<file path="src/hdl/mqps_pkg.sv">
package mqps_pkg;

    // Queue geometry
    localparam int QUEUE_DEPTH = 8;
    localparam int PTR_W       = (QUEUE_DEPTH > 1) ? $clog2(QUEUE_DEPTH) : 1;
    localparam int CNT_W       = $clog2(QUEUE_DEPTH + 1);

    // Field widths
    localparam int HANDLE_W  = 16;
    localparam int MS_W      = 16;
    localparam int TIMER_W   = 17;
    localparam int QUEUED_W  = 4;
    localparam int CFG_IDX_W = 2;
    localparam int IN_W      = 56;
    localparam int OUT_W     = 64;
    localparam int IN_USED   = HANDLE_W + 1 + MS_W + MS_W;
    localparam int OUT_USED  = 1 + 1 + 2 + HANDLE_W + 1 + TIMER_W + TIMER_W + QUEUED_W;

    // Command codes carried on s_tuser
    localparam logic [1:0] CMD_PUSH  = 2'd0;
    localparam logic [1:0] CMD_TICK  = 2'd1;
    localparam logic [1:0] CMD_CLEAR = 2'd2;

    // Configuration register indexes
    localparam logic [CFG_IDX_W-1:0] REG_SLIDE_IN     = 2'd0;
    localparam logic [CFG_IDX_W-1:0] REG_DEFAULT_HOLD = 2'd1;
    localparam logic [CFG_IDX_W-1:0] REG_SLIDE_OUT    = 2'd2;
    localparam logic [CFG_IDX_W-1:0] REG_MAX_STEP     = 2'd3;

    // Configuration reset values
    localparam logic [MS_W-1:0] RST_SLIDE_IN     = 16'd250;
    localparam logic [MS_W-1:0] RST_DEFAULT_HOLD = 16'd2000;
    localparam logic [MS_W-1:0] RST_SLIDE_OUT    = 16'd250;
    localparam logic [MS_W-1:0] RST_MAX_STEP     = 16'd250;

    // Display phases
    typedef enum logic [1:0] {
        PH_IN   = 2'd0,
        PH_HOLD = 2'd1,
        PH_OUT  = 2'd2
    } phase_t;

    // Controller states
    typedef enum logic {
        ST_IDLE = 1'b0,
        ST_EXEC = 1'b1
    } ctrl_state_t;

    // Controller to datapath
    typedef struct packed {
        logic load_in;
        logic commit;
    } dp_cmd_t;

    // Datapath to controller
    typedef struct packed {
        logic out_free;
    } dp_status_t;

    // Saturating timer add
    function automatic logic [TIMER_W-1:0] sat_add(input logic [TIMER_W-1:0] a,
                                                   input logic [MS_W-1:0] b);
        logic [TIMER_W:0] s;
        s = {1'b0, a} + {2'b00, b};
        return s[TIMER_W] ? {TIMER_W{1'b1}} : s[TIMER_W-1:0];
    endfunction

endpackage

</file>
<file path="src/hdl/message_queue_phase_sequencer.sv">
// Channel   Direction  Payload
// s_        in         tuser: command[1:0]
//                      tdata: message_handle, with_icon, hold_request_ms, elapsed_ms
// m_        out        tdata: accepted, showing, phase, current_handle, current_icon,
//                             phase_elapsed_ms, hold_elapsed_ms, queued
// cfg_      in         cfg_index selects slide_in, default_hold, slide_out, max_step
//
// Each transaction is first captured, then used to update the queue and sequencer and
// load the output register; a new transaction is taken only once the last one is done.
// The update cycle waits while the output register still holds a result not yet taken.
// aresetn is synchronous; control state and configuration return to their reset values
// at once, and no clearing pass runs over the queue slots.
module message_queue_phase_sequencer (
    input  logic                           aclk,
    input  logic                           aresetn,
    input  logic                           cfg_wr_en,
    input  logic [mqps_pkg::CFG_IDX_W-1:0] cfg_index,
    input  logic [mqps_pkg::MS_W-1:0]      cfg_data,
    input  logic                           s_tvalid,
    output logic                           s_tready,
    // message_handle[15:0], with_icon[16], hold_request_ms[32:17], elapsed_ms[48:33]
    input  logic [mqps_pkg::IN_W-1:0]      s_tdata,
    // command[1:0]
    input  logic [1:0]                     s_tuser,
    output logic                           m_tvalid,
    input  logic                           m_tready,
    // accepted[0], showing[1], phase[3:2], current_handle[19:4], current_icon[20],
    // phase_elapsed_ms[37:21], hold_elapsed_ms[54:38], queued[58:55]
    output logic [mqps_pkg::OUT_W-1:0]     m_tdata
);

    mqps_pkg::dp_cmd_t    cmd;
    mqps_pkg::dp_status_t status;

    mqps_ctrl u_ctrl (
        .aclk     (aclk),
        .aresetn  (aresetn),
        .s_tvalid (s_tvalid),
        .s_tready (s_tready),
        .status   (status),
        .cmd      (cmd)
    );

    mqps_datapath u_datapath (
        .aclk      (aclk),
        .aresetn   (aresetn),
        .cfg_wr_en (cfg_wr_en),
        .cfg_index (cfg_index),
        .cfg_data  (cfg_data),
        .s_tdata   (s_tdata),
        .s_tuser   (s_tuser),
        .m_tvalid  (m_tvalid),
        .m_tready  (m_tready),
        .m_tdata   (m_tdata),
        .cmd       (cmd),
        .status    (status)
    );

endmodule

</file>
<file path="src/hdl/mqps_ctrl.sv">
module mqps_ctrl (
    input  logic                 aclk,
    input  logic                 aresetn,
    input  logic                 s_tvalid,
    output logic                 s_tready,
    input  mqps_pkg::dp_status_t status,
    output mqps_pkg::dp_cmd_t    cmd
);

    mqps_pkg::ctrl_state_t state_reg, state_next;

    // State register
    always_ff @(posedge aclk) begin
        if (!aresetn) begin
            state_reg <= mqps_pkg::ST_IDLE;
        end else begin
            state_reg <= state_next;
        end
    end

    // Capture a transaction, then commit it once the output register is free
    always_comb begin
        state_next  = state_reg;
        s_tready    = 1'b0;
        cmd.load_in = 1'b0;
        cmd.commit  = 1'b0;
        unique case (state_reg)
            mqps_pkg::ST_IDLE: begin
                s_tready = 1'b1;
                if (s_tvalid) begin
                    cmd.load_in = 1'b1;
                    state_next  = mqps_pkg::ST_EXEC;
                end
            end
            mqps_pkg::ST_EXEC: begin
                if (status.out_free) begin
                    cmd.commit = 1'b1;
                    state_next = mqps_pkg::ST_IDLE;
                end
            end
        endcase
    end

endmodule

</file>
<file path="src/hdl/mqps_datapath.sv">
module mqps_datapath (
    input  logic                                 aclk,
    input  logic                                 aresetn,
    input  logic                                 cfg_wr_en,
    input  logic [mqps_pkg::CFG_IDX_W-1:0]       cfg_index,
    input  logic [mqps_pkg::MS_W-1:0]            cfg_data,
    input  logic [mqps_pkg::IN_W-1:0]            s_tdata,
    input  logic [1:0]                           s_tuser,
    output logic                                 m_tvalid,
    input  logic                                 m_tready,
    output logic [mqps_pkg::OUT_W-1:0]           m_tdata,
    input  mqps_pkg::dp_cmd_t                    cmd,
    output mqps_pkg::dp_status_t                 status
);

    localparam int PW = mqps_pkg::PTR_W;
    localparam int CW = mqps_pkg::CNT_W;
    localparam int HW = mqps_pkg::HANDLE_W;
    localparam int MW = mqps_pkg::MS_W;
    localparam int TW = mqps_pkg::TIMER_W;

    // Configuration
    logic [MW-1:0] slide_in_reg, default_hold_reg, slide_out_reg, max_step_reg;

    // Captured transaction
    logic [1:0]    command_reg;
    logic [HW-1:0] handle_in_reg;
    logic          icon_in_reg;
    logic [MW-1:0] hold_in_reg;
    logic [MW-1:0] elapsed_reg;

    // Queue storage
    logic [HW-1:0] q_handle_reg [mqps_pkg::QUEUE_DEPTH];
    logic          q_icon_reg   [mqps_pkg::QUEUE_DEPTH];
    logic [MW-1:0] q_hold_reg   [mqps_pkg::QUEUE_DEPTH];

    // Sequencer state
    logic [PW-1:0]        head_reg, head_next;
    logic [CW-1:0]        count_reg, count_next;
    logic                 active_reg, active_next;
    mqps_pkg::phase_t     phase_reg, phase_next;
    logic [TW-1:0]        ptimer_reg, ptimer_next;
    logic [TW-1:0]        htimer_reg, htimer_next;
    logic [MW-1:0]        target_reg, target_next;
    logic [HW-1:0]        shown_handle_reg, shown_handle_next;
    logic                 shown_icon_reg, shown_icon_next;

    // Output register
    logic                 out_valid_reg, out_valid_next;
    logic [mqps_pkg::OUT_W-1:0] out_data_reg, out_data_next;

    // Working signals
    logic [MW-1:0] dt;
    logic [TW-1:0] pt_sum, ht_sum;
    logic [MW-1:0] hold_lim;
    logic [CW:0]   slot_sum;
    logic [CW:0]   slot_wrap;
    logic [PW-1:0] wr_slot;
    logic [PW-1:0] head_inc;
    logic          q_we;
    logic          do_start;
    logic          accepted;

    // Configuration writes
    always_ff @(posedge aclk) begin
        if (!aresetn) begin
            slide_in_reg     <= mqps_pkg::RST_SLIDE_IN;
            default_hold_reg <= mqps_pkg::RST_DEFAULT_HOLD;
            slide_out_reg    <= mqps_pkg::RST_SLIDE_OUT;
            max_step_reg     <= mqps_pkg::RST_MAX_STEP;
        end else if (cfg_wr_en) begin
            unique case (cfg_index)
                mqps_pkg::REG_SLIDE_IN:     slide_in_reg     <= cfg_data;
                mqps_pkg::REG_DEFAULT_HOLD: default_hold_reg <= cfg_data;
                mqps_pkg::REG_SLIDE_OUT:    slide_out_reg    <= cfg_data;
                mqps_pkg::REG_MAX_STEP:     max_step_reg     <= cfg_data;
            endcase
        end
    end

    // Capture the input transaction
    always_ff @(posedge aclk) begin
        if (cmd.load_in) begin
            command_reg   <= s_tuser;
            handle_in_reg <= s_tdata[HW-1:0];
            icon_in_reg   <= s_tdata[HW];
            hold_in_reg   <= s_tdata[HW+MW:HW+1];
            elapsed_reg   <= s_tdata[HW+2*MW:HW+MW+1];
        end
    end

    // Queue slot write
    always_ff @(posedge aclk) begin
        if (q_we) begin
            q_handle_reg[wr_slot] <= handle_in_reg;
            q_icon_reg[wr_slot]   <= icon_in_reg;
            q_hold_reg[wr_slot]   <= hold_in_reg;
        end
    end

    // Sequencer and output registers
    always_ff @(posedge aclk) begin
        if (!aresetn) begin
            head_reg         <= '0;
            count_reg        <= '0;
            active_reg       <= 1'b0;
            phase_reg        <= mqps_pkg::PH_IN;
            ptimer_reg       <= '0;
            htimer_reg       <= '0;
            target_reg       <= '0;
            shown_handle_reg <= '0;
            shown_icon_reg   <= 1'b0;
            out_valid_reg    <= 1'b0;
        end else begin
            head_reg         <= head_next;
            count_reg        <= count_next;
            active_reg       <= active_next;
            phase_reg        <= phase_next;
            ptimer_reg       <= ptimer_next;
            htimer_reg       <= htimer_next;
            target_reg       <= target_next;
            shown_handle_reg <= shown_handle_next;
            shown_icon_reg   <= shown_icon_next;
            out_valid_reg    <= out_valid_next;
        end
    end

    always_ff @(posedge aclk) begin
        if (cmd.commit) begin
            out_data_reg <= out_data_next;
        end
    end

    // Limit the step and advance the timers
    assign dt       = (elapsed_reg > max_step_reg) ? max_step_reg : elapsed_reg;
    assign pt_sum   = mqps_pkg::sat_add(ptimer_reg, dt);
    assign ht_sum   = mqps_pkg::sat_add(htimer_reg, dt);
    assign hold_lim = (target_reg == '0) ? default_hold_reg : target_reg;

    // Tail slot and head advance, wrapped at the queue depth
    assign slot_sum  = (CW+1)'(head_reg) + (CW+1)'(count_reg);
    assign slot_wrap = (slot_sum >= (CW+1)'(mqps_pkg::QUEUE_DEPTH))
                     ? slot_sum - (CW+1)'(mqps_pkg::QUEUE_DEPTH) : slot_sum;
    assign wr_slot   = slot_wrap[PW-1:0];
    assign head_inc  = (head_reg == PW'(mqps_pkg::QUEUE_DEPTH - 1))
                     ? '0 : head_reg + PW'(1);

    // Apply the command
    always_comb begin
        head_next         = head_reg;
        count_next        = count_reg;
        active_next       = active_reg;
        phase_next        = phase_reg;
        ptimer_next       = ptimer_reg;
        htimer_next       = htimer_reg;
        target_next       = target_reg;
        shown_handle_next = shown_handle_reg;
        shown_icon_next   = shown_icon_reg;
        q_we              = 1'b0;
        do_start          = 1'b0;
        accepted          = 1'b0;

        if (cmd.commit) begin
            case (command_reg)
                mqps_pkg::CMD_PUSH: begin
                    if (handle_in_reg != '0 && count_reg < CW'(mqps_pkg::QUEUE_DEPTH)) begin
                        q_we       = 1'b1;
                        count_next = count_reg + CW'(1);
                        accepted   = 1'b1;
                    end
                end
                mqps_pkg::CMD_TICK: begin
                    if (!active_reg) begin
                        // Idle: only start the next message
                        do_start = (count_reg != '0);
                    end else begin
                        ptimer_next = pt_sum;
                        unique case (phase_reg)
                            mqps_pkg::PH_IN: begin
                                if (pt_sum >= {1'b0, slide_in_reg}) begin
                                    phase_next  = mqps_pkg::PH_HOLD;
                                    ptimer_next = '0;
                                    htimer_next = '0;
                                end
                            end
                            mqps_pkg::PH_HOLD: begin
                                htimer_next = ht_sum;
                                if (pt_sum >= {1'b0, hold_lim}) begin
                                    phase_next  = mqps_pkg::PH_OUT;
                                    ptimer_next = '0;
                                end
                            end
                            mqps_pkg::PH_OUT: begin
                                if (pt_sum >= {1'b0, slide_out_reg}) begin
                                    active_next       = 1'b0;
                                    shown_handle_next = '0;
                                    shown_icon_next   = 1'b0;
                                    target_next       = '0;
                                    phase_next        = mqps_pkg::PH_IN;
                                    ptimer_next       = '0;
                                    htimer_next       = '0;
                                    do_start          = (count_reg != '0);
                                end
                            end
                            default: ;
                        endcase
                    end
                end
                mqps_pkg::CMD_CLEAR: begin
                    head_next         = '0;
                    count_next        = '0;
                    active_next       = 1'b0;
                    phase_next        = mqps_pkg::PH_IN;
                    ptimer_next       = '0;
                    htimer_next       = '0;
                    target_next       = '0;
                    shown_handle_next = '0;
                    shown_icon_next   = 1'b0;
                end
                default: ;
            endcase

            // Pop the oldest entry onto the display
            if (do_start) begin
                shown_handle_next = q_handle_reg[head_reg];
                shown_icon_next   = q_icon_reg[head_reg];
                target_next       = q_hold_reg[head_reg];
                head_next         = head_inc;
                count_next        = count_reg - CW'(1);
                active_next       = 1'b1;
                phase_next        = mqps_pkg::PH_IN;
                ptimer_next       = '0;
                htimer_next       = '0;
            end
        end
    end

    // Result word and output handshake
    assign out_data_next = {{(mqps_pkg::OUT_W - mqps_pkg::OUT_USED){1'b0}},
                            mqps_pkg::QUEUED_W'(count_next),
                            htimer_next,
                            ptimer_next,
                            shown_icon_next,
                            shown_handle_next,
                            phase_next,
                            active_next,
                            accepted};

    always_comb begin
        out_valid_next = out_valid_reg;
        if (cmd.commit) begin
            out_valid_next = 1'b1;
        end else if (m_tready) begin
            out_valid_next = 1'b0;
        end
    end

    assign status.out_free = !out_valid_reg || m_tready;
    assign m_tvalid        = out_valid_reg;
    assign m_tdata         = out_data_reg;

endmodule

</file>
<file path="config.mk">
export PLATFORM = sky130hd
export DESIGN_NAME = message_queue_phase_sequencer
export DESIGN_NICKNAME = d
export VERILOG_FILES = /design/src/hdl/mqps_pkg.sv /design/src/hdl/message_queue_phase_sequencer.sv /design/src/hdl/mqps_ctrl.sv /design/src/hdl/mqps_datapath.sv
export SDC_FILE = /design/constraint.sdc
export NUM_CORES = 1
export LEC_CHECK = 0
export BUFFER_PORTS_ARGS = -buffer_cell sky130_fd_sc_hd__buf_2
export CORE_UTILIZATION = 62
export DETAILED_ROUTE_END_ITERATION = 16
export GPL_TIMING_DRIVEN = 0
export PLACE_DENSITY = 0.83
export SKIP_LAST_GASP = 1
export SYNTH_ARGS = -nofsm -noshare
export SYNTH_HDL_FRONTEND = slang
export SYNTH_SLANG_ARGS = --single-unit
</file>
<file path="constraint.sdc">
create_clock -name aclk -period 16.8 [get_ports aclk]
set_clock_uncertainty 0.1 [all_clocks]
set_input_delay 3.36 -clock aclk [delete_from_list [all_inputs] [get_ports aclk]]
set_output_delay 3.36 -clock aclk [all_outputs]
set_load 0.02 [all_outputs]
</file>
== Word-level counts from Yosys, hierarchy flattened ==
Memory sizes are Yosys's and may differ from the RTL's. A register that Yosys moved wholly into a read port is not among the register bits.
Cells that the tools add are included.

* Word-level logic and storage cells: 150
* Bits in writable memories: 264
* Output and inout port bits: 66
* Register bits: 253
* Memories: 3

* $lt $le $gt $ge: 6
* Equality and inequality tests: 11
* Bitwise logic cells: 1
* Add/subtract/negate cells: 7
* Reduce and logical (&&, ||, !) cells: 18
* Multiplexer cells: 83

{| class="wikitable"
|+ Memory list
! memory !! depth !! bits a word !! rd ports !! clocked after Yosys merged registers in !! wr ports !! line !! text
|-
| u_datapath.q_handle_reg || 8 || 16 || 1 || 1 || 1 || mqps_datapath.sv:33 || <nowiki>logic [HW-1:0] q_handle_reg [mqps_pkg::QUEUE_DEPTH];</nowiki>
|-
| u_datapath.q_hold_reg || 8 || 16 || 1 || 1 || 1 || mqps_datapath.sv:35 || <nowiki>logic [MW-1:0] q_hold_reg [mqps_pkg::QUEUE_DEPTH];</nowiki>
|-
| u_datapath.q_icon_reg || 8 || 1 || 1 || 1 || 1 || mqps_datapath.sv:34 || <nowiki>logic q_icon_reg [mqps_pkg::QUEUE_DEPTH];</nowiki>
|}

{| class="wikitable"
|+ Operators by type and width
! operator !! number
|-
| 2-to-1 mux 17 bit || 13
|-
| 2-to-1 mux 16 bit || 11
|-
| case mux 17 bit (3 select lines) || 2
|-
| case mux 17 bit (2 select lines) || 2
|-
| case mux 16 bit (2 select lines) || 2
|-
| greater-or-equal comparator 17 x 16 -> 1 bit || 3
|-
| adder 17 x 16 -> 18 bit || 2
|-
| 2-to-1 mux 3 bit || 10
|-
| 2-to-1 mux 1 bit || 28
|-
| greater-than comparator 16 bit || 1
|-
| logical NOT 16 bit || 1
|-
| nonzero test 16 bit || 1
|-
| 2-to-1 mux 2 bit || 6
|-
| 2-to-1 mux 4 bit || 3
|-
| AND reduction 2 bit || 5
|-
| inequality test 3 x 1 -> 1 bit, second input constant || 3
|-
| == test 2 bit, second input constant || 4
|-
| case mux 4 bit (2 select lines) || 1
|-
| == test 2 x 1 -> 1 bit, second input constant || 3
|-
| logical NOT 2 bit || 3
|-
| case mux 1 bit (2 select lines) || 3
|-
| case mux 2 bit (3 select lines) || 1
|-
| adder 3 x 4 -> 5 bit || 1
|-
| greater-or-equal comparator 5 x 4 -> 1 bit, second input constant || 1
|-
| other kinds (15) || 16
|}

== Longest topological paths before layout ==
* Word-level depth: 14
* Mapped depth: 39

== By module ==
Synthesis repeated with hierarchy kept, for this count alone.

* Cell total of the unflattened synthesis: 1671
* Area, all modules: 22724.3 um2

{| class="wikitable"
|+ By module, submodules not included
! module !! cells each !! instances !! area each (um2)
|-
| mqps_datapath || 1665 || 1 || 22674.2
|-
| mqps_ctrl || 6 || 1 || 50.0
|}

== Worst setup path after synthesis ==
Ideal clock, no wire load.

* Path kind: input port to flip-flop
* From: input m_tready
* To: memory u_datapath.q_handle_reg[1][0] (netlist bit), enable pin
* Stages: 6
* Path slack: 8.847 ns
* Arrival: 7.430 ns
* Required time: 16.277 ns
* Cells stage by stage: nand2b_1 -> nand2_1 -> clkinv_1 -> clkbuf_1 -> nand3_1 -> nor2_1

{| class="wikitable"
|+ RTL lines
! element !! line !! text
|-
| from (decl) || message_queue_phase_sequencer.sv:26 || <nowiki>input logic m_tready,</nowiki>
|-
| to (decl) || mqps_datapath.sv:33 ||
|}

== Final worst setup path ==
* From: register u_datapath.elapsed_reg[9]
* To: register u_datapath.out_data_reg (netlist bit u_datapath.m_tdata[1]), data pin

* Longest elaborated chain between the ends: 12

{| class="wikitable"
|+ RTL lines
! element !! line !! text
|-
| from (decl) || mqps_datapath.sv:30 || <nowiki>logic [MW-1:0] elapsed_reg;</nowiki>
|-
| from (signal assigned) || mqps_datapath.sv:88 || <nowiki>elapsed_reg <= s_tdata[HW+2*MW:HW+MW+1];</nowiki>
|-
| greater-than comparator 16 bit || mqps_datapath.sv:135 || <nowiki>assign dt = (elapsed_reg > max_step_reg) ? max_step_reg : elapsed_reg;</nowiki>
|-
| 2-to-1 mux 16 bit * || mqps_datapath.sv:135 ||
|-
| adder 17 x 16 -> 18 bit * || mqps_pkg.sv:64 || <nowiki>s = {1'b0, a} + {2'b00, b};</nowiki>
|-
| 2-to-1 mux 17 bit * || mqps_pkg.sv:65 || <nowiki>return s[TIMER_W] ? {TIMER_W{1'b1}} : s[TIMER_W-1:0];</nowiki>
|-
| greater-or-equal comparator 17 x 16 -> 1 bit * || mqps_datapath.sv:194 || <nowiki>if (pt_sum >= {1'b0, slide_out_reg}) begin</nowiki>
|-
| 2-to-1 mux 1 bit || mqps_datapath.sv:194 ||
|-
| 2-to-1 mux 1 bit || mqps_datapath.sv:178 || <nowiki>unique case (phase_reg)</nowiki>
|-
| 2-to-1 mux 1 bit || mqps_datapath.sv:173 || <nowiki>if (!active_reg) begin</nowiki>
|-
| 2-to-1 mux 1 bit || mqps_datapath.sv:164 || <nowiki>case (command_reg)</nowiki>
|-
| 2-to-1 mux 1 bit || mqps_datapath.sv:163 || <nowiki>if (cmd.commit) begin</nowiki>
|-
| 2-to-1 mux 1 bit * || mqps_datapath.sv:224 || <nowiki>if (do_start) begin</nowiki>
|-
| 2-to-1 mux 1 bit * || mqps_datapath.sv:163 ||
|-
| via u_datapath.active_next || mqps_datapath.sv:40 || <nowiki>logic active_reg, active_next;</nowiki>
|-
| to (signal assigned) || mqps_datapath.sv:130 || <nowiki>out_data_reg <= out_data_next;</nowiki>
|-
| to (decl) || mqps_datapath.sv:50 || <nowiki>logic [mqps_pkg::OUT_W-1:0] out_data_reg, out_data_next;</nowiki>
|}

The timed path passes the listed nets; every way through them passes the cells marked *. The select of a mux whose other input is x is not followed.
A chain may end at the register's enable or synchronous reset.

==> impl_metrics.json <==
{
  "status": "completed",
  "grt_max_degree": 69,
  "setup_tns_ns": 0,
  "fp.dieH_um": 194.1,
  "ant_nets": 0,
  "syn-cell-area_um2": 22880,
  "fill_cells": 2306,
  "clk_pin_slew_ns": 0.07,
  "synth_area_leaders": "edfxtp_1 (49%), dfxtp_1 (13%), mux4_2 (6.5%), ha_1 (5.3%), nand2_1 (3.7%)",
  "cts-htree-levels": 2,
  "wirelength_um": 58530,
  "synth-edff-count": 374,
  "report.power.total_mw": 2.805,
  "synth_area_per_cell_um2": 13.15,
  "power.density_nw_per_um2": 107.5,
  "track_usage": 0.3147,
  "synth_top_family_by_area": "compound AO/OA/AOI/OAI gates",
  "cts_buffers": 51,
  "ys_ff_latch": 520,
  "grt_pass1_wl_um": 89300,
  "reg2reg_slack_ns": 7.41,
  "synth-adder-area-share": 0.05557,
  "crit_path_max_incr_delay_ns": 0.71,
  "synthArstFlopShare": 0,
  "synth_warnings": 0,
  "drtIter0Drc": 1532,
  "rows": 69,
  "io_pins": 147,
  "hold_path.class": "flip-flop to flip-flop",
  "dp_hpwl_um": 39700,
  "hold-path-cell-count": 2,
  "clock_sinks": 520,
  "ys.flop_type": "edfxtp_1",
  "syn2layout_area_growth_pct": 14.10,
  "cpMaxStageDelayCell": "a32oi_1",
  "gr-total-overflow": 0,
  "synth_top_area_share": 0.4909,
  "antenna_found_initial": 0,
  "grt_pass1_vias": 15590,
  "dieArea_um2": 37670,
  "initial_core_util": 0.6369,
  "synth_xor_area_frac": 0.01318,
  "io_buffers": 132,
  "cap_violations": 0,
  "num_vias": 15680,
  "drtPass1Iterations": 5,
  "cp_max_fo": 10,
  "cts_tree": "built",
  "worstSetupStartpointType": "flip-flop",
  "slew_viol_final": 0,
  "min-delay-start": "u_datapath.slide_in_reg[10]",
  "seq_area_frac_synth": 0.6187,
  "place_congestion": 0.9500,
  "root_buffer": "clkbuf_16",
  "synthTopCellsByCount": "edfxtp_1 (374), nand2_1 (227), dfxtp_1 (146)",
  "muxShareOfSynthArea": 0.09014,
  "cts_setup_buffers": 0,
  "rsz0062_at_grt": "false",
  "reg2reg_depth": 34,
  "synthSimpleGateAreaFrac": 0.08937,
  "clock_latency_ns": 0.62,
  "slew_headroom": 0.2602,
  "worstReg2RegStart": "u_datapath.elapsed_reg[9]",
  "cts-hold-fix-buffers": 0,
  "yosysMostFrequentCell": "edfxtp_1",
  "fin_nets": 2118,
  "finalHoldViolations": 0,
  "coreArea_um2": 35910,
  "multi_input_area_um2": 8184,
  "vias_per_cell": 6.422,
  "synth-compound-area-share": 0.1057,
  "period_minus_slack_ns": 9.386,
  "synthesis.instances": 1740,
  "cts-resized-gates": 0,
  "p_leak_nw": 9.456,
  "min_period_over_period": 0.5587,
  "setup_violations": 0,
  "diodes": 0,
  "cp-end-kind": "flip-flop",
  "wl_per_cell_um": 23.98,
  "ir_worst_vdd_mv": 0.09998,
  "drc": 0,
  "post-synth-top-area-cell": "edfxtp_1",
  "crit_required_ns": 17.03,
  "die_w_um": 194.1,
  "critical_path_class": "flip-flop to flip-flop",
  "crit_arrival_ns": 9.61,
  "seqCellArea_um2": 14150,
  "drive_gt1_frac": 0.1798,
  "max_freq_mhz": 106.5,
  "startpoint": "u_datapath.elapsed_reg[9]",
  "cts_buffer_depth": 3,
  "worst_slew_pin_slew_ns": 1.110,
  "synthDistinctLibCells": 85
}
[cells by family after synthesis]
| kind of cell | count (synthesis) |
|---|---|
| other | 1 |
| flip-flops | 520 |
| buffers and inverters | 153 |
| adder cells (fa/ha/maj) | 100 |
| AO/OA/AOI/OAI | 369 |
| AND/OR/NAND/NOR | 444 |
| XOR/XNOR | 32 |
| multiplexers | 121 |
[routing by layer]
layer  vias to the layer above  wire length (um)  GRT usage  share of wire
li1                       7011                 -          -              -
met1                      7577             22430     0.4027           0.38
met2                       891             28070     0.5133           0.48
met3                       197              4793    0.05131          0.082
met4                         0              3235     0.1799          0.055
met5                         -                 0          0              0
[through the flow]
step	worst slack, ns	instances	utilization	cell area [um2]	hold slack (ns)
after floorplan	8.847	1744	-	22890	0.3363
after global placement	6.387	2337	0.6718	24130	0.3427
after detailed placement	7.605	2346	0.6788	24380	0.3503
after CTS	7.571	2441	0.7268	26100	0.3584
after global routing	6.949	2441	0.7268	26100	0.3676
final	7.414	2441	0.7268	26100	0.3570
[placed cells by master (no fill, tap or decap), drive strengths merged, types with 20 or more instances in the layout]
cell type and count:
o22ai 35, nand2 227, a21o 23, edfxtp 374
dfxtp 146, buf 173, nand3 54, mux4 66
inv 68, clkbuf 124, mux2 20, ha 96
a21oi 130, mux2i 35, nor2 50, o21ai 48
[where the power goes]
group / switching, mW / leakage (nW) / internal [mW]
clock network: 0.492 / 0.831 / 0.684
logic: 0.136 / 4.01 / 0.0702
registers: 0.0208 / 4.61 / 1.40
[final cells by class]
cell class / instances / area share
Timing Repair Buffer: 141 / 0.03221
Multi-Input combinational cell: 1071 / 0.3136
Clock inverter: 25 / 0.01194
Buffer: 86 / 0.01429
Sequential cell: 520 / 0.5423
Inverter: 67 / 0.009635
Clock buffer: 70 / 0.05402
Tap cell: 461 / 0.02210
[critical path: cells and delay by family, from the launching register on]
| kind | cells | cell delay, ns |
|---|---|---|
| and+or+nand+nor | 9 | 1.66 |
| DFF | 1 | 0.40 |
| AOI/OAI and AO/OA | 14 | 2.97 |
| adders and majority gates | 3 | 0.94 |
| buffers and inverters | 7 | 2.54 |
| muxes | 1 | 0.51 |
[path summary, 6_finish.rpt]
kind                                      end
setup / recovery        u_datapath.m_tdata[1]
hold / removal    u_datapath.slide_in_reg[10]
setup reg to reg        u_datapath.m_tdata[1]
hold reg to reg   u_datapath.slide_in_reg[10]
(Power assumes the default switching activity.)
